## src/ssd_pkg.sv

```systemverilog
// Shared types, codes, constants and glyph functions of the serial display driver.
package ssd_pkg;

    // Operation selector on the input stream
    localparam logic OP_TICK   = 1'b0;
    localparam logic OP_UPDATE = 1'b1;

    // Update kinds
    localparam logic [1:0] KIND_NUMBER = 2'd0;
    localparam logic [1:0] KIND_RAW    = 2'd1;
    localparam logic [1:0] KIND_TEXT   = 2'd2;

    // Frame commands
    localparam logic [7:0] CMD_DATA   = 8'h40;
    localparam logic [7:0] CMD_ADDR   = 8'hC0;
    localparam logic [7:0] CMD_CTRL   = 8'h80;
    localparam logic [7:0] CTRL_ON    = 8'h08;
    localparam logic [7:0] COLON_MASK = 8'h80;

    // Glyphs for special characters
    localparam logic [7:0] GLYPH_DASH  = 8'h40;
    localparam logic [7:0] GLYPH_UNDER = 8'h08;
    localparam logic [7:0] GLYPH_BLANK = 8'h00;

    // ASCII codes
    localparam logic [7:0] CHAR_NUL   = 8'h00;
    localparam logic [7:0] CHAR_0     = 8'h30;
    localparam logic [7:0] CHAR_9     = 8'h39;
    localparam logic [7:0] CHAR_UA    = 8'h41;
    localparam logic [7:0] CHAR_UF    = 8'h46;
    localparam logic [7:0] CHAR_LA    = 8'h61;
    localparam logic [7:0] CHAR_LF    = 8'h66;
    localparam logic [7:0] CHAR_DASH  = 8'h2D;
    localparam logic [7:0] CHAR_UNDER = 8'h5F;

    // Largest number shown
    localparam logic [14:0] NUM_MAX = 15'd9999;

    // Pin step codes within start and stop conditions
    localparam logic [4:0] START_DATA_HI = 5'd0;
    localparam logic [4:0] START_CLK_HI  = 5'd1;
    localparam logic [4:0] START_DATA_LO = 5'd2;
    localparam logic [4:0] START_CLK_LO  = 5'd3;
    localparam logic [4:0] STOP_CLK_LO   = 5'd0;
    localparam logic [4:0] STOP_DATA_LO  = 5'd1;
    localparam logic [4:0] STOP_CLK_HI   = 5'd2;
    localparam logic [4:0] STOP_DATA_HI  = 5'd3;

    // Pin step codes within one byte: 24 bit steps, then the ACK clock
    localparam logic [4:0] BIT_STEPS    = 5'd24;
    localparam logic [4:0] ACK_CLK_LO   = 5'd24;
    localparam logic [4:0] ACK_DATA_HI  = 5'd25;
    localparam logic [4:0] ACK_CLK_HI   = 5'd26;
    localparam logic [4:0] ACK_HOLD     = 5'd27;
    localparam logic [4:0] ACK_END      = 5'd28;

    // Phases of one data bit
    localparam logic [1:0] PH_CLK_LO = 2'd0;
    localparam logic [1:0] PH_DATA   = 2'd1;
    localparam logic [1:0] PH_CLK_HI = 2'd2;

    typedef enum logic [1:0] {
        ST_IDLE,
        ST_START,
        ST_BYTE,
        ST_STOP
    } state_t;

    // Command flags carried from the front end to the sequencer
    typedef struct packed {
        logic is_update;
        logic kind_ok;
        logic colon;
    } cmd_flags_t;

    function automatic logic [7:0] hex_glyph(input logic [3:0] v);
        logic [7:0] g;
        case (v)
            4'h0: g = 8'h3F;
            4'h1: g = 8'h06;
            4'h2: g = 8'h5B;
            4'h3: g = 8'h4F;
            4'h4: g = 8'h66;
            4'h5: g = 8'h6D;
            4'h6: g = 8'h7D;
            4'h7: g = 8'h07;
            4'h8: g = 8'h7F;
            4'h9: g = 8'h6F;
            4'hA: g = 8'h77;
            4'hB: g = 8'h7C;
            4'hC: g = 8'h39;
            4'hD: g = 8'h5E;
            4'hE: g = 8'h79;
            default: g = 8'h71;
        endcase
        return g;
    endfunction

    function automatic logic [7:0] glyph_of(input logic [7:0] c);
        logic [7:0] g;
        if (c >= CHAR_0 && c <= CHAR_9) begin
            g = hex_glyph(c[3:0]);
        end else if ((c >= CHAR_UA && c <= CHAR_UF) || (c >= CHAR_LA && c <= CHAR_LF)) begin
            g = hex_glyph(4'(c[3:0] + 4'd9));
        end else if (c == CHAR_DASH) begin
            g = GLYPH_DASH;
        end else if (c == CHAR_UNDER) begin
            g = GLYPH_UNDER;
        end else begin
            g = GLYPH_BLANK;
        end
        return g;
    endfunction

endpackage

```

## src/ssd_front.sv

```systemverilog
// Front end: accepts input transactions, classifies them and builds digit patterns.
module ssd_front #(
    parameter int DIGIT_COUNT = 4
) (
    input  logic                       aclk,
    input  logic                       aresetn,
    input  logic                       s_valid,
    output logic                       s_ready,
    input  logic                       s_op,
    input  logic [1:0]                 s_kind,
    input  logic signed [15:0]         s_number,
    input  logic                       s_leading_zeros,
    input  logic [31:0]                s_raw,
    input  logic [31:0]                s_text,
    input  logic                       s_colon,
    output logic                       q_push,
    input  logic                       q_ready,
    output ssd_pkg::cmd_flags_t        q_flags,
    output logic [8*DIGIT_COUNT-1:0]   q_patterns
);

    // Stage 1: clamp, split the number by 100, register
    logic        f_valid_reg, f_valid_next;
    logic        f_is_upd_reg;
    logic        f_kind_ok_reg;
    logic [1:0]  f_kind_reg;
    logic        f_lz_reg;
    logic        f_colon_reg;
    logic [6:0]  f_q1_reg;
    logic [6:0]  f_r1_reg;
    logic [31:0] f_bytes_reg;

    logic        take;
    logic [13:0] num_clamped;
    logic [26:0] prod_hundreds;
    logic [6:0]  q1;
    logic [13:0] r1_full;

    assign s_ready = !f_valid_reg || q_ready;
    assign q_push  = f_valid_reg && q_ready;
    assign take    = s_valid && s_ready;

    always_comb begin
        if (s_number[15]) begin
            num_clamped = 14'd0;
        end else if (s_number[14:0] > ssd_pkg::NUM_MAX) begin
            num_clamped = ssd_pkg::NUM_MAX[13:0];
        end else begin
            num_clamped = s_number[13:0];
        end
        // n / 100 as n * 5243 >> 19, exact below 10000
        prod_hundreds = 27'(num_clamped) * 27'd5243;
        q1            = prod_hundreds[25:19];
        r1_full       = num_clamped - 14'(q1) * 14'd100;
    end

    always_comb begin
        f_valid_next = f_valid_reg;
        if (take) begin
            f_valid_next = 1'b1;
        end else if (q_push) begin
            f_valid_next = 1'b0;
        end
    end

    always_ff @(posedge aclk) begin
        if (!aresetn) begin
            f_valid_reg <= 1'b0;
        end else begin
            f_valid_reg <= f_valid_next;
        end
    end

    always_ff @(posedge aclk) begin
        if (take) begin
            f_is_upd_reg  <= (s_op == ssd_pkg::OP_UPDATE);
            f_kind_ok_reg <= (s_kind == ssd_pkg::KIND_NUMBER) || (s_kind == ssd_pkg::KIND_RAW)
                             || (s_kind == ssd_pkg::KIND_TEXT);
            f_kind_reg    <= s_kind;
            f_lz_reg      <= s_leading_zeros;
            f_colon_reg   <= s_colon;
            f_q1_reg      <= q1;
            f_r1_reg      <= r1_full[6:0];
            f_bytes_reg   <= (s_kind == ssd_pkg::KIND_RAW) ? s_raw : s_text;
        end
    end

    // Stage 2: decimal digits and glyphs, straight into the queue
    logic [14:0] prod_d3, prod_d1;
    logic [3:0]  d3, d1;
    logic [6:0]  d2_full, d0_full;
    logic [15:0] dec_vec;
    logic [3:0]  digit;
    logic [7:0]  ch, pat;
    logic        zero_run, ended;

    always_comb begin
        // x / 10 as x * 205 >> 11, exact below 100
        prod_d3 = 15'(f_q1_reg) * 15'd205;
        prod_d1 = 15'(f_r1_reg) * 15'd205;
        d3      = prod_d3[14:11];
        d1      = prod_d1[14:11];
        d2_full = f_q1_reg - 7'(d3) * 7'd10;
        d0_full = f_r1_reg - 7'(d1) * 7'd10;
        dec_vec = {d3, d2_full[3:0], d1, d0_full[3:0]};

        zero_run   = 1'b1;
        ended      = 1'b0;
        digit      = 4'd0;
        ch         = 8'h00;
        pat        = 8'h00;
        q_patterns = '0;
        for (int i = 0; i < DIGIT_COUNT; i++) begin
            // leftmost digit holds the highest decimal place
            if (DIGIT_COUNT - 1 - i < 4) begin
                digit = 4'(dec_vec >> (4 * (DIGIT_COUNT - 1 - i)));
            end else begin
                digit = 4'd0;
            end
            zero_run = zero_run && (digit == 4'd0);

            if (i < 4) begin
                ch = 8'(f_bytes_reg >> (8 * i));
            end else begin
                ch = ssd_pkg::CHAR_NUL;
            end
            ended = ended || (ch == ssd_pkg::CHAR_NUL);

            case (f_kind_reg)
                ssd_pkg::KIND_NUMBER: begin
                    if (!f_lz_reg && zero_run && (i < DIGIT_COUNT - 1)) begin
                        pat = ssd_pkg::GLYPH_BLANK;
                    end else begin
                        pat = ssd_pkg::hex_glyph(digit);
                    end
                end
                ssd_pkg::KIND_RAW: pat = ch;
                default: pat = ended ? ssd_pkg::GLYPH_BLANK : ssd_pkg::glyph_of(ch);
            endcase
            q_patterns[8*i +: 8] = pat;
        end
    end

    assign q_flags.is_update = f_is_upd_reg;
    assign q_flags.kind_ok   = f_kind_ok_reg;
    assign q_flags.colon     = f_colon_reg;

endmodule

```

## src/ssd_queue.sv

```systemverilog
// Short FIFO between the front end and the frame sequencer.
module ssd_queue #(
    parameter int WIDTH = 35,
    parameter int DEPTH = 4
) (
    input  logic             aclk,
    input  logic             aresetn,
    input  logic             in_valid,
    output logic             in_ready,
    input  logic [WIDTH-1:0] in_data,
    output logic             out_valid,
    input  logic             out_ready,
    output logic [WIDTH-1:0] out_data
);

    localparam int PTR_W = $clog2(DEPTH);
    localparam int CNT_W = $clog2(DEPTH + 1);

    logic [WIDTH-1:0] entry_reg [DEPTH];
    logic [PTR_W-1:0] wr_ptr_reg, wr_ptr_next;
    logic [PTR_W-1:0] rd_ptr_reg, rd_ptr_next;
    logic [CNT_W-1:0] count_reg, count_next;
    logic             push, pop;

    assign in_ready  = (count_reg != CNT_W'(DEPTH));
    assign out_valid = (count_reg != '0);
    assign push      = in_valid && in_ready;
    assign pop       = out_valid && out_ready;
    assign out_data  = entry_reg[rd_ptr_reg];

    always_comb begin
        wr_ptr_next = wr_ptr_reg;
        rd_ptr_next = rd_ptr_reg;
        count_next  = count_reg;
        if (push) begin
            wr_ptr_next = (wr_ptr_reg == PTR_W'(DEPTH - 1)) ? '0 : wr_ptr_reg + 1'b1;
        end
        if (pop) begin
            rd_ptr_next = (rd_ptr_reg == PTR_W'(DEPTH - 1)) ? '0 : rd_ptr_reg + 1'b1;
        end
        if (push && !pop) begin
            count_next = count_reg + 1'b1;
        end else if (pop && !push) begin
            count_next = count_reg - 1'b1;
        end
    end

    always_ff @(posedge aclk) begin
        if (!aresetn) begin
            wr_ptr_reg <= '0;
            rd_ptr_reg <= '0;
            count_reg  <= '0;
        end else begin
            wr_ptr_reg <= wr_ptr_next;
            rd_ptr_reg <= rd_ptr_next;
            count_reg  <= count_next;
        end
    end

    always_ff @(posedge aclk) begin
        if (push) begin
            entry_reg[wr_ptr_reg] <= in_data;
        end
    end

endmodule

```

## src/ssd_back.sv

```systemverilog
// Frame sequencer: applies updates, steps the serial frame and registers results.
module ssd_back #(
    parameter int DIGIT_COUNT = 4
) (
    input  logic                     aclk,
    input  logic                     aresetn,
    input  logic                     q_valid,
    output logic                     q_pop,
    input  ssd_pkg::cmd_flags_t      q_flags,
    input  logic [8*DIGIT_COUNT-1:0] q_patterns,
    input  logic [2:0]               brightness,
    output logic                     m_valid,
    input  logic                     m_ready,
    output logic [7:0]               m_data
);

    localparam int BYTE_W = $clog2(DIGIT_COUNT + 3);
    localparam logic [BYTE_W-1:0] BYTE_DATA  = BYTE_W'(0);
    localparam logic [BYTE_W-1:0] BYTE_LAST_DIGIT = BYTE_W'(DIGIT_COUNT + 1);
    localparam logic [BYTE_W-1:0] BYTE_CTRL  = BYTE_W'(DIGIT_COUNT + 2);

    ssd_pkg::state_t state_reg, state_next;
    logic [4:0]        step_reg, step_next;
    logic [1:0]        ph_reg, ph_next;
    logic [2:0]        bit_reg, bit_next;
    logic [BYTE_W-1:0] byte_reg, byte_next;
    logic              clk_reg, clk_next;
    logic              dat_reg, dat_next;
    logic [8*DIGIT_COUNT-1:0] pat_reg;
    logic              colon_reg;
    logic              m_valid_reg, m_valid_next;
    logic [7:0]        m_data_reg, m_data_next;

    logic       do_item, load, acc, done;
    logic [7:0] cur_byte;

    assign do_item = q_valid && (!m_valid_reg || m_ready);
    assign q_pop   = do_item;
    assign load    = do_item && q_flags.is_update && q_flags.kind_ok && (state_reg == ssd_pkg::ST_IDLE);

    // Byte currently on the wire
    always_comb begin
        cur_byte = 8'h00;
        if (byte_reg == BYTE_DATA) begin
            cur_byte = ssd_pkg::CMD_DATA;
        end else if (byte_reg == BYTE_CTRL) begin
            cur_byte = ssd_pkg::CMD_CTRL | ssd_pkg::CTRL_ON | {5'b0, brightness};
        end else if (byte_reg == BYTE_W'(1)) begin
            cur_byte = ssd_pkg::CMD_ADDR;
        end else begin
            for (int i = 0; i < DIGIT_COUNT; i++) begin
                if (byte_reg == BYTE_W'(i + 2)) begin
                    cur_byte = pat_reg[8*i +: 8];
                    if (i == 1 && colon_reg) begin
                        cur_byte = cur_byte | ssd_pkg::COLON_MASK;
                    end
                end
            end
        end
    end

    always_comb begin
        state_next = state_reg;
        step_next  = step_reg;
        ph_next    = ph_reg;
        bit_next   = bit_reg;
        byte_next  = byte_reg;
        clk_next   = clk_reg;
        dat_next   = dat_reg;
        acc        = 1'b0;
        done       = 1'b0;

        if (do_item && q_flags.is_update) begin
            if (load) begin
                state_next = ssd_pkg::ST_START;
                step_next  = '0;
                byte_next  = BYTE_DATA;
                acc        = 1'b1;
            end
        end else if (do_item) begin
            unique case (state_reg)
                ssd_pkg::ST_IDLE: begin
                end
                ssd_pkg::ST_START: begin
                    case (step_reg)
                        ssd_pkg::START_DATA_HI: dat_next = 1'b1;
                        ssd_pkg::START_CLK_HI:  clk_next = 1'b1;
                        ssd_pkg::START_DATA_LO: dat_next = 1'b0;
                        default:                clk_next = 1'b0;
                    endcase
                    if (step_reg == ssd_pkg::START_CLK_LO) begin
                        state_next = ssd_pkg::ST_BYTE;
                        step_next  = '0;
                        ph_next    = ssd_pkg::PH_CLK_LO;
                        bit_next   = '0;
                    end else begin
                        step_next = step_reg + 1'b1;
                    end
                end
                ssd_pkg::ST_BYTE: begin
                    if (step_reg < ssd_pkg::BIT_STEPS) begin
                        case (ph_reg)
                            ssd_pkg::PH_CLK_LO: clk_next = 1'b0;
                            ssd_pkg::PH_DATA:   dat_next = cur_byte[bit_reg];
                            default:            clk_next = 1'b1;
                        endcase
                        if (ph_reg == ssd_pkg::PH_CLK_HI) begin
                            ph_next  = ssd_pkg::PH_CLK_LO;
                            bit_next = bit_reg + 1'b1;
                        end else begin
                            ph_next = ph_reg + 1'b1;
                        end
                    end else begin
                        case (step_reg) inside
                            ssd_pkg::ACK_CLK_LO, ssd_pkg::ACK_END: clk_next = 1'b0;
                            ssd_pkg::ACK_DATA_HI:                  dat_next = 1'b1;
                            ssd_pkg::ACK_CLK_HI:                   clk_next = 1'b1;
                            default: begin
                            end
                        endcase
                    end
                    if (step_reg == ssd_pkg::ACK_END) begin
                        step_next = '0;
                        ph_next   = ssd_pkg::PH_CLK_LO;
                        bit_next  = '0;
                        // each command part ends after its last byte
                        if (byte_reg == BYTE_DATA || byte_reg == BYTE_LAST_DIGIT
                            || byte_reg == BYTE_CTRL) begin
                            state_next = ssd_pkg::ST_STOP;
                        end else begin
                            byte_next = byte_reg + 1'b1;
                        end
                    end else begin
                        step_next = step_reg + 1'b1;
                    end
                end
                ssd_pkg::ST_STOP: begin
                    case (step_reg)
                        ssd_pkg::STOP_CLK_LO:  clk_next = 1'b0;
                        ssd_pkg::STOP_DATA_LO: dat_next = 1'b0;
                        ssd_pkg::STOP_CLK_HI:  clk_next = 1'b1;
                        default:               dat_next = 1'b1;
                    endcase
                    if (step_reg == ssd_pkg::STOP_DATA_HI) begin
                        step_next = '0;
                        if (byte_reg == BYTE_CTRL) begin
                            state_next = ssd_pkg::ST_IDLE;
                            done       = 1'b1;
                        end else begin
                            state_next = ssd_pkg::ST_START;
                            byte_next  = byte_reg + 1'b1;
                        end
                    end else begin
                        step_next = step_reg + 1'b1;
                    end
                end
                default: begin
                end
            endcase
        end

        m_valid_next = m_valid_reg;
        m_data_next  = m_data_reg;
        if (do_item) begin
            m_valid_next = 1'b1;
            m_data_next  = {3'b000, done, acc, (state_next != ssd_pkg::ST_IDLE),
                            dat_next, clk_next};
        end else if (m_ready) begin
            m_valid_next = 1'b0;
        end
    end

    always_ff @(posedge aclk) begin
        if (!aresetn) begin
            state_reg   <= ssd_pkg::ST_IDLE;
            step_reg    <= '0;
            ph_reg      <= ssd_pkg::PH_CLK_LO;
            bit_reg     <= '0;
            byte_reg    <= BYTE_DATA;
            clk_reg     <= 1'b1;
            dat_reg     <= 1'b1;
            m_valid_reg <= 1'b0;
        end else begin
            state_reg   <= state_next;
            step_reg    <= step_next;
            ph_reg      <= ph_next;
            bit_reg     <= bit_next;
            byte_reg    <= byte_next;
            clk_reg     <= clk_next;
            dat_reg     <= dat_next;
            m_valid_reg <= m_valid_next;
        end
    end

    always_ff @(posedge aclk) begin
        m_data_reg <= m_data_next;
        if (load) begin
            pat_reg   <= q_patterns;
            colon_reg <= q_flags.colon;
        end
    end

    assign m_valid = m_valid_reg;
    assign m_data  = m_data_reg;

endmodule

```

## src/seven_segment_serial_display_driver_top.sv

```systemverilog
// Top level of the two-wire seven-segment display driver.
// Each input transaction is either a bit-time tick or a display update; every one
// yields exactly one result transaction with the clock and data line levels, busy,
// accepted and frame_done. The block takes one transaction per clock cycle
// sustained while m_tready does not hold it back. An accepted input loads the front
// register at the accepting edge, then passes the command FIFO and the result register
// before m_tvalid rises; the FIFO lets either side stall on its own.
// An accepted update starts a refresh frame that takes 111 + 29 * DIGIT_COUNT ticks
// (227 for four digits); the frame sequencer carries out one pin step per tick and
// rejects updates until the frame ends. Brightness is read live by the sequencer
// and should be written only while the block is idle.
module seven_segment_serial_display_driver_top #(
    parameter int DIGIT_COUNT = 4,
    parameter int QUEUE_DEPTH = 4
) (
    input  logic        aclk,
    input  logic        aresetn,
    input  logic        s_tvalid,
    output logic        s_tready,
    // [15:0] number_value, [16] leading_zeros, [48:17] raw_segments,
    // [80:49] text_chars, [81] colon_on, [87:82] zero
    input  logic [87:0] s_tdata,
    // [0] operation, [2:1] update_kind
    input  logic [2:0]  s_tuser,
    output logic        m_tvalid,
    input  logic        m_tready,
    // [0] clock_level, [1] data_level, [2] busy_res, [3] accepted,
    // [4] frame_done, [7:5] zero
    output logic [7:0]  m_tdata,
    input  logic        cfg_wr_en,
    input  logic [2:0]  cfg_wr_data
);

    localparam int PAT_W = 8 * DIGIT_COUNT;
    localparam int CMD_W = PAT_W + $bits(ssd_pkg::cmd_flags_t);

    logic [2:0] brightness_reg, brightness_next;

    always_comb begin
        brightness_next = cfg_wr_en ? cfg_wr_data : brightness_reg;
    end

    always_ff @(posedge aclk) begin
        if (!aresetn) begin
            brightness_reg <= 3'd7;
        end else begin
            brightness_reg <= brightness_next;
        end
    end

    logic                f_push, f_ready;
    ssd_pkg::cmd_flags_t f_flags, b_flags;
    logic [PAT_W-1:0]    f_patterns, b_patterns;
    logic                b_valid, b_pop;
    logic [CMD_W-1:0]    b_cmd;

    ssd_front #(
        .DIGIT_COUNT(DIGIT_COUNT)
    ) u_front (
        .aclk            (aclk),
        .aresetn         (aresetn),
        .s_valid         (s_tvalid),
        .s_ready         (s_tready),
        .s_op            (s_tuser[0]),
        .s_kind          (s_tuser[2:1]),
        .s_number        (s_tdata[15:0]),
        .s_leading_zeros (s_tdata[16]),
        .s_raw           (s_tdata[48:17]),
        .s_text          (s_tdata[80:49]),
        .s_colon         (s_tdata[81]),
        .q_push          (f_push),
        .q_ready         (f_ready),
        .q_flags         (f_flags),
        .q_patterns      (f_patterns)
    );

    ssd_queue #(
        .WIDTH(CMD_W),
        .DEPTH(QUEUE_DEPTH)
    ) u_queue (
        .aclk      (aclk),
        .aresetn   (aresetn),
        .in_valid  (f_push),
        .in_ready  (f_ready),
        .in_data   ({f_flags, f_patterns}),
        .out_valid (b_valid),
        .out_ready (b_pop),
        .out_data  (b_cmd)
    );

    assign b_flags    = b_cmd[CMD_W-1:PAT_W];
    assign b_patterns = b_cmd[PAT_W-1:0];

    ssd_back #(
        .DIGIT_COUNT(DIGIT_COUNT)
    ) u_back (
        .aclk       (aclk),
        .aresetn    (aresetn),
        .q_valid    (b_valid),
        .q_pop      (b_pop),
        .q_flags    (b_flags),
        .q_patterns (b_patterns),
        .brightness (brightness_reg),
        .m_valid    (m_tvalid),
        .m_ready    (m_tready),
        .m_data     (m_tdata)
    );

endmodule
```

## config.mk

```make
export PLATFORM = sky130hd
export DESIGN_NAME = seven_segment_serial_display_driver_top
export DESIGN_NICKNAME = d
export VERILOG_FILES = /design/src/ssd_pkg.sv /design/src/ssd_front.sv /design/src/ssd_queue.sv /design/src/ssd_back.sv /design/src/seven_segment_serial_display_driver_top.sv
export SDC_FILE = /design/constraint.sdc
export NUM_CORES = 1
export LEC_CHECK = 0
export BUFFER_PORTS_ARGS = -buffer_cell sky130_fd_sc_hd__buf_2
export CORE_UTILIZATION = 30
export CTS_CLUSTER_DIAMETER = 100
export DETAILED_ROUTE_END_ITERATION = 8
export GPL_TIMING_DRIVEN = 0
export SYNTH_ARGS = -nofsm -noshare
export SYNTH_HDL_FRONTEND = slang
export SYNTH_SLANG_ARGS = --single-unit
```

## constraint.sdc

```tcl
create_clock -name aclk -period 20.6 [get_ports aclk]
set_input_delay 2.06 -clock aclk [delete_from_list [all_inputs] [get_ports aclk]]
set_output_delay 2.06 -clock aclk [all_outputs]
set_load 0.1 [all_outputs]
```

### Word-level counts from Yosys, hierarchy flattened

Memory sizes are Yosys's and may differ from the RTL's. A register that Yosys moved wholly into a read port is not among the register bits.
Cells that the tools add are included.

| word-level totals | value |
|---|---|
| bits in read-only memories | 1,344 |
| input bits | 99 |
| logic and storage cells | 315 |
| bits in writable memories | 140 |
| memories kept | 13 |
| register bits | 119 |

| operators by class | value |
|---|---|
| mux-type cells | 110 |
| reductions and logical operators | 75 |
| $lt $le $gt $ge | 27 |
| eq/ne operators | 40 |
| bitwise gates (word level) | 3 |
| multiply operators | 6 |
| $add $sub $neg | 15 |

Memories:

| name | depth | bits a word | read ports | clocked after Yosys merged registers in | wr ports | RTL line | source |
|---|---|---|---|---|---|---|---|
| u_queue.entry_reg | 4 | 35 | 1 | 1 | 1 | ssd_queue.sv:19 | `logic [WIDTH-1:0] entry_reg [DEPTH];` |
| (no name shown) | 16 | 7 | 1 | 0 | 0 | ssd_pkg.sv:78 | `case (v)` |
| (no name shown) | 16 | 7 | 1 | 1 | 0 | ssd_pkg.sv:78 |  |
| (no name shown) | 16 | 7 | 1 | 0 | 0 | ssd_pkg.sv:78 |  |
| (no name shown) | 16 | 7 | 1 | 0 | 0 | ssd_pkg.sv:78 |  |
| (no name shown) | 16 | 7 | 1 | 1 | 0 | ssd_pkg.sv:78 |  |
| +7 memories | -- | -- | -- | -- | -- | -- |  |

Operators by type and width:

| kind | count |
|---|---|
| $mux 8 | 27 |
| $ge 8x7->1 const B | 8 |
| $le 8x7->1 const B | 8 |
| $pmux 8 s2 | 4 |
| $mux 3 | 13 |
| $eq 8x6->1 const B | 4 |
| $eq 8x7->1 const B | 4 |
| $ge 8x6->1 const B | 4 |
| $le 8x6->1 const B | 4 |
| $logic_not 8->1 | 4 |
| $mux 32 | 1 |
| $mux 4 | 8 |
| $mul 7x8->15 const B | 2 |
| $mux 2 | 15 |
| $mux 14 | 2 |
| $logic_and 1x1->1 | 27 |
| $mul 14x13->26 const B | 1 |
| $mux 5 | 5 |
| $mux 1 | 22 |
| $eq 5x5->1 const B | 4 |
| $add 4x4->4 const B | 4 |
| $gt 15x14->1 const B | 1 |
| $logic_or 1x1->1 | 13 |
| $eq 2x2->1 const B | 6 |
| 41 further kinds | 85 |

### Depth between registers and ports, before layout

| logic depth | value |
|---|---|
| word-level depth | 15 |
| depth in mapped cells | 30 |
| depth with buffers taken out | 29 |

### Cells and area by module

Synthesis repeated with hierarchy kept, for this count alone.

| second synthesis, totals | value |
|---|---|
| cells, all modules | 1,864 |
| area total of the unflattened synthesis | 20,840.0 um^2 |

Modules (own cells, without submodules):

| module | area each (um^2) | cells an instance | instances |
|---|---|---|---|
| ssd_front | 12,223.0 | 1,335 | 1 |
| ssd_queue | 5,527.8 | 234 | 1 |
| ssd_back | 2,987.9 | 286 | 1 |
| seven_segment_serial_display_driver_top | 101.3 | 9 | 1 |

### Worst setup path before layout

Ideal clock, no wire load.

| timing path | value |
|---|---|
| kind | input -> register |
| from | input s_tdata[15] |
| to | register u_front.f_r1_reg[6] (data pin) |
| stages | 22 |
| setup slack | 11.839 ns |
| library setup time | 0.260 ns |
| arrival time | 8.501 ns |
| required time | 20.340 ns |
| cells stage by stage | clkbuf_1 -> nor4b_1 -> fa_1 -> ha_1 -> inv_1 -> fa_1 -> inv_1 -> fa_1 -> inv_1 -> fa_1 -> inv_1 -> ha_1 -> a21o_1 -> a221oi_1 -> a21o_1 -> a31oi_1 -> nor2_1 -> xnor2_1 -> fa_1 -> maj3_2 -> maj3_1 -> xnor2_1 |

| between the ends | value |
|---|---|
| cells in the longest elaborated chain, start to end | 4 |

Ends and longest elaborated chain:

| item | RTL line | source |
|---|---|---|
| start: declaration | seven_segment_serial_display_driver_top.sv:22 | `input logic [87:0] s_tdata,` |
| $mux 14 | ssd_front.sv:44 | `if (s_number[15]) begin` |
| $mul 14x13->26 | ssd_front.sv:52 | `prod_hundreds = 27'(num_clamped) * 27'd5243;` |
| net u_front.prod_hundreds[20] | ssd_front.sv:35 | `logic [26:0] prod_hundreds;` |
| $mul 7x5->5 | ssd_front.sv:54 | `r1_full = num_clamped - 14'(q1) * 14'd100;` |
| $sub 7x7->7 | ssd_front.sv:54 |  |
| net u_front.r1_full[6] | ssd_front.sv:37 | `logic [13:0] r1_full;` |
| end signal: assignment | ssd_front.sv:83 | `f_r1_reg <= r1_full[6:0];` |
| end: declaration | ssd_front.sv:30 | `logic [6:0] f_r1_reg;` |

The timed path passes the listed nets, and every way through them passes these cells.
A chain may end at the register's enable or synchronous reset.

### Worst setup path after layout

| timing path | value |
|---|---|
| from | input s_tdata[5] |
| to | register u_front.f_r1_reg[6] (data pin) |

| between the ends | value |
|---|---|
| cells in the longest elaborated chain, start to end | 6 |

Ends and longest elaborated chain:

| item | RTL line | source |
|---|---|---|
| $gt 15x14->1 | ssd_front.sv:46 | `end else if (s_number[14:0] > ssd_pkg::NUM_MAX) begin` |
| $mux 14 (*) | ssd_front.sv:46 |  |
| $mux 14 (*) | ssd_front.sv:44 |  |
| $mul 14x13->26 (*) | ssd_front.sv:52 |  |
| net u_front.prod_hundreds[19] | ssd_front.sv:35 |  |
| $mul 7x5->5 (*) | ssd_front.sv:54 |  |
| $sub 7x7->7 (*) | ssd_front.sv:54 |  |
| net u_front.r1_full[6] | ssd_front.sv:37 |  |

Mark *: on every way through the listed nets, which the timed path passes. The rest lies on a longest branch.

==> out/qor.log <==
qor: run_status.status complete, no violations
qor: clock_network.clock_latency 560 ps
qor: synthesis.postSynth.asyncResetShare 0%
qor: sta.summed_negative_setup_slack_over_all_endpoints 0 ps
qor: min_path.hold_class reg -> reg
qor: sta.fin_ws 11700 ps
qor: floorplanning.row_count 96
qor: place.globalplace.congestion 0.879
qor: routing.detail_route.drc_violations 0
qor: routing.totalWireLength 49400 um
qor: floorplanning.die_h 265 um
qor: synthesis.seq_area_frac_synth 39.0%
qor: sta.final.min_clock_period 8900 ps
qor: min_path.hold_start u_back.m_valid$_SDFFE_PN0P_
qor: final_layout.final_area 23500 um^2
qor: synthesis.synthesis.area 20800 um^2
qor: synthesis.post_synth_num_cell_types 83
qor: clock_network.worst_case_clock_buffer_depth 3
qor: worst_setup_path.worstPathRequired 20880 ps
qor: place.dpl_ws 11110 ps
qor: worst_setup_path.crit_top_cell fa_1
qor: synthesis.synth_compound_area_share 11.6%
qor: worst_setup_path.critical_path.reg2reg.startpoint u_front.f_r1_reg[4]$_DFFE_PP_
qor: routing.route.detailed.vias_per_inst 4.95
qor: clock_network.clock_root_buffer clkbuf_16
qor: synthesis.post_synth_edffs 230
qor: worst_setup_path.regToRegEndpoint u_queue.entry_reg[3][30]$_DFFE_PP_
qor: grt.grt_pass1_wl 78800 um
qor: worst_setup_path.worstSetupEndpointType flop
qor: min_path.worst_hold_path.num_cells 2
qor: sta.hold_ws 476 ps
qor: floorplanning.core-area 68500 um^2
qor: worst_setup_path.worstRegToRegCells 23
qor: synthesis.synth_simple_gate_area_share 10.3%
qor: run.max_cap_viol_count 0
qor: sta.final_min_period_over_clock_period 43.2%
qor: routing.ant_nets 0
qor: final_layout.synthToLayoutAreaGrowth 13.5%
qor: grt.track_usage 14.2%
qor: sta.rsz0062_at_grt no
qor: min_path.whs_endpoint u_back.m_valid$_SDFFE_PN0P_
qor: place.placement.io_buffers 97
qor: worst_setup_path.critical_path.max_fanout 9
qor: synthesis.synth_area_per_cell 11.0 um^2
qor: routing.routed_wire_length_per_instance 16.8 um
qor: clock_network.cts_buffers 34
qor: sta.report.final.setup_viol 0
qor: synthesis.dominant_combinational_cell_family_by_area_after_synthesis adder cells
qor: sta.worst_pin_slew 1310 ps
qor: floorplanning.die-width 265 um
qor: sta.fin_skew 23.9 ps
qor: clock_network.cts_repair_resize_count 0
qor: floorplanning.die_footprint 70200 um^2
qor: routing.number_of_vias_in_the_routed_layout 14540
qor: worst_setup_path.worst_path_largest_cell_delay 560 ps
qor: grt.largest_net_degree_at_the_start_of_global_routing 37
qor: synthesis.yosys_most_used_dff edfxtp_1
qor: grt.grt_overflow_total 0
qor: final_layout.filler_cell_count 6814
qor: synthesis.synth.ff_latch_count 289
qor: clock_network.clock_sinks 289
qor: clock_network.worst_setup_hold_path_clk_slew 50 ps
qor: synthesis.synth-warning-count 0
qor: grt.initial_antenna_violation_count 0
qor: floorplanning.boundaryPins 109
qor: worst_setup_path.critical_path_arrival 9180 ps
qor: place.post_dp_cell_area 22500 um^2
qor: synthesis.muxShareOfSynthArea 7.93%
qor: routing.dr.pass1.iters 7
qor: clock_network.tritoncts yes
qor: routing.first_iter_violations 886
qor: synthesis.synth_fa_ha_area_share 23.7%
qor: grt.first_global_vias 14746
qor: clock_network.cts_hold_repair.buffers 0
qor: place.half_perimeter_wire_length_of_the_detailed_placement_result 38500 um
qor: final_layout.total_nets_final 2473
qor: clock_network.ctsHtreeMaxLevel 2
qor: sta.final-hold-violation-count 0
qor: clock_network.post_cts_setup_buffer_count 0
qor: worst_setup_path.critical-path-slowest-cell fa_1
qor: worst_setup_path.startpoint_type_of_the_worst_setup_path primary input
qor: sta.slew_headroom 12.8%
qor: floorplanning.initial_util 30.3%
qor: synthesis.synth-xor-area-share 2.49%
qor: worst_setup_path.cp_cell_sequence clkbuf_1, nor4_1, o211ai_1, nor2_1, nand2_1, inv_1, ha_1, fa_1, fa_1, fa_1, inv_1, fa_1, inv_1, ha_1, nand4_1, nor2_1, o211ai_1, a31oi_1, a31oi_1, ha_1, fa_1, maj3_2, maj3_1, xnor2_1
qor: synthesis.postSynthCellCount 1890
qor: worst_setup_path.timing_worst_setup_path_type in -> reg
qor: worst_setup_path.r2r_slack 13910 ps
qor: sta.timing_max_transition_violations_final 0
qor: sta.fmax 112 MHz
qor: final_layout.post_route_cells_drive_above_1_share 12.7%
-- stage by stage --
stage / util [%] / cells
finish: 34.4 / 2940
global route: 34.4 / 2939
CTS: 34.4 / 2939
detailed placement: 32.8 / 2877
global placement: 32.6 / 2871
floorplan: - / 1892
-- final cells by class --
class / instances / area [um^2] / area share (%)
clock inverter: 18 / 171 / 0.728
multi-input combinational: 1329 / 11600 / 49.4
buffer: 64 / 260 / 1.11
clock buffer: 44 / 898 / 3.82
inverter: 210 / 788 / 3.35
tap: 882 / 1100 / 4.69
sequential: 289 / 8090 / 34.4
antenna: 1 / 2.50 / 0.0106
timing repair buffer: 103 / 593 / 2.52
-- synthesized netlist by cell type, drive strengths merged, types with 7 or more instances --
cell type / number / share of area, %
a211oi: 23 / 0.86
a21o: 12 / 0.43
a21oi: 116 / 2.8
a221o: 7 / 0.34
a22oi: 8 / 0.29
a31oi: 23 / 0.69
and2: 15 / 0.45
and3: 13 / 0.39
buf: 10 / 0.25
clkbuf: 54 / 0.98
dfxtp: 59 / 5.7
edfxtp: 230 / 33
fa: 78 / 7.5
ha: 265 / 16
inv: 209 / 3.8
mux2: 37 / 2.0
mux2i: 35 / 1.7
mux4: 39 / 4.2
nand2: 108 / 2.0
nand2b: 15 / 0.45
nand3: 32 / 0.80
nand4: 12 / 0.36
nor2: 158 / 2.9
nor2b: 18 / 0.54
nor3: 37 / 0.89
o211ai: 16 / 0.58
o21ai: 61 / 1.5
o22a: 10 / 0.42
o22ai: 7 / 0.21
or2: 15 / 0.45
xnor2: 39 / 1.7
xor2: 14 / 0.59
-- worst max path at each step --
stage / start / to / slack [ps]
after CTS: s_tdata[5] / u_front.f_r1_reg[6]$_DFFE_PP_ / 11680
after floorplan: s_tdata[15] / u_front.f_r1_reg[6]$_DFFE_PP_ / 11840
after global routing: s_tdata[5] / u_front.f_r1_reg[6]$_DFFE_PP_ / 11170
after detailed placement: s_tdata[5] / u_front.f_r1_reg[6]$_DFFE_PP_ / 11110
after global placement: s_tdata[15] / u_front.f_r1_reg[6]$_DFFE_PP_ / 10820
final: s_tdata[5] / u_front.f_r1_reg[6]$_DFFE_PP_ / 11700
-- logic make-up after synthesis --
| family | Yosys count |
|---|---|
| AO/OA/AOI/OAI | 362 |
| AND/OR/NAND/NOR | 451 |
| buffers and inverters | 274 |
| XOR/XNOR | 55 |
| multiplexers | 111 |
| adder cells (fa/ha/maj) | 347 |
| flip-flops | 289 |
| other | 1 |
-- metal layers --
layer  up-vias  part of all wire (%)  track usage, %
met5         -                     0               0
met4         0                   2.8            4.47
met3        79                   4.3            2.70
met2       293                    49            24.7
met1      7056                    44            17.6
li1       7112                     -               -
-- critical path: cells and delay by family --
kind | cells | cell delay, ps
fa+ha+maj | 10 | 4030
compound gates | 4 | 1030
simple gates | 5 | 1300
buf+inv | 4 | 610
xor+xnor | 1 | 130
-- cell usage in the layout, fill, tap and decap left out, types with 37 or more instances in the layout --
cell type  instances
buf_2            100
mux4_2            39
inv_1            209
ha_1             265
mux2_2            37
nand2_1          108
dfxtp_1           59
xnor2_1           38
nor3_1            37
fa_1              78
a21oi_1          116
edfxtp_1         230
nor2_1           158
clkbuf_1          61
o21ai_0           58
Power is left out: the tool's default activity adds up to more than one toggle a clock period on the data nets, which glitch-free logic cannot reach.
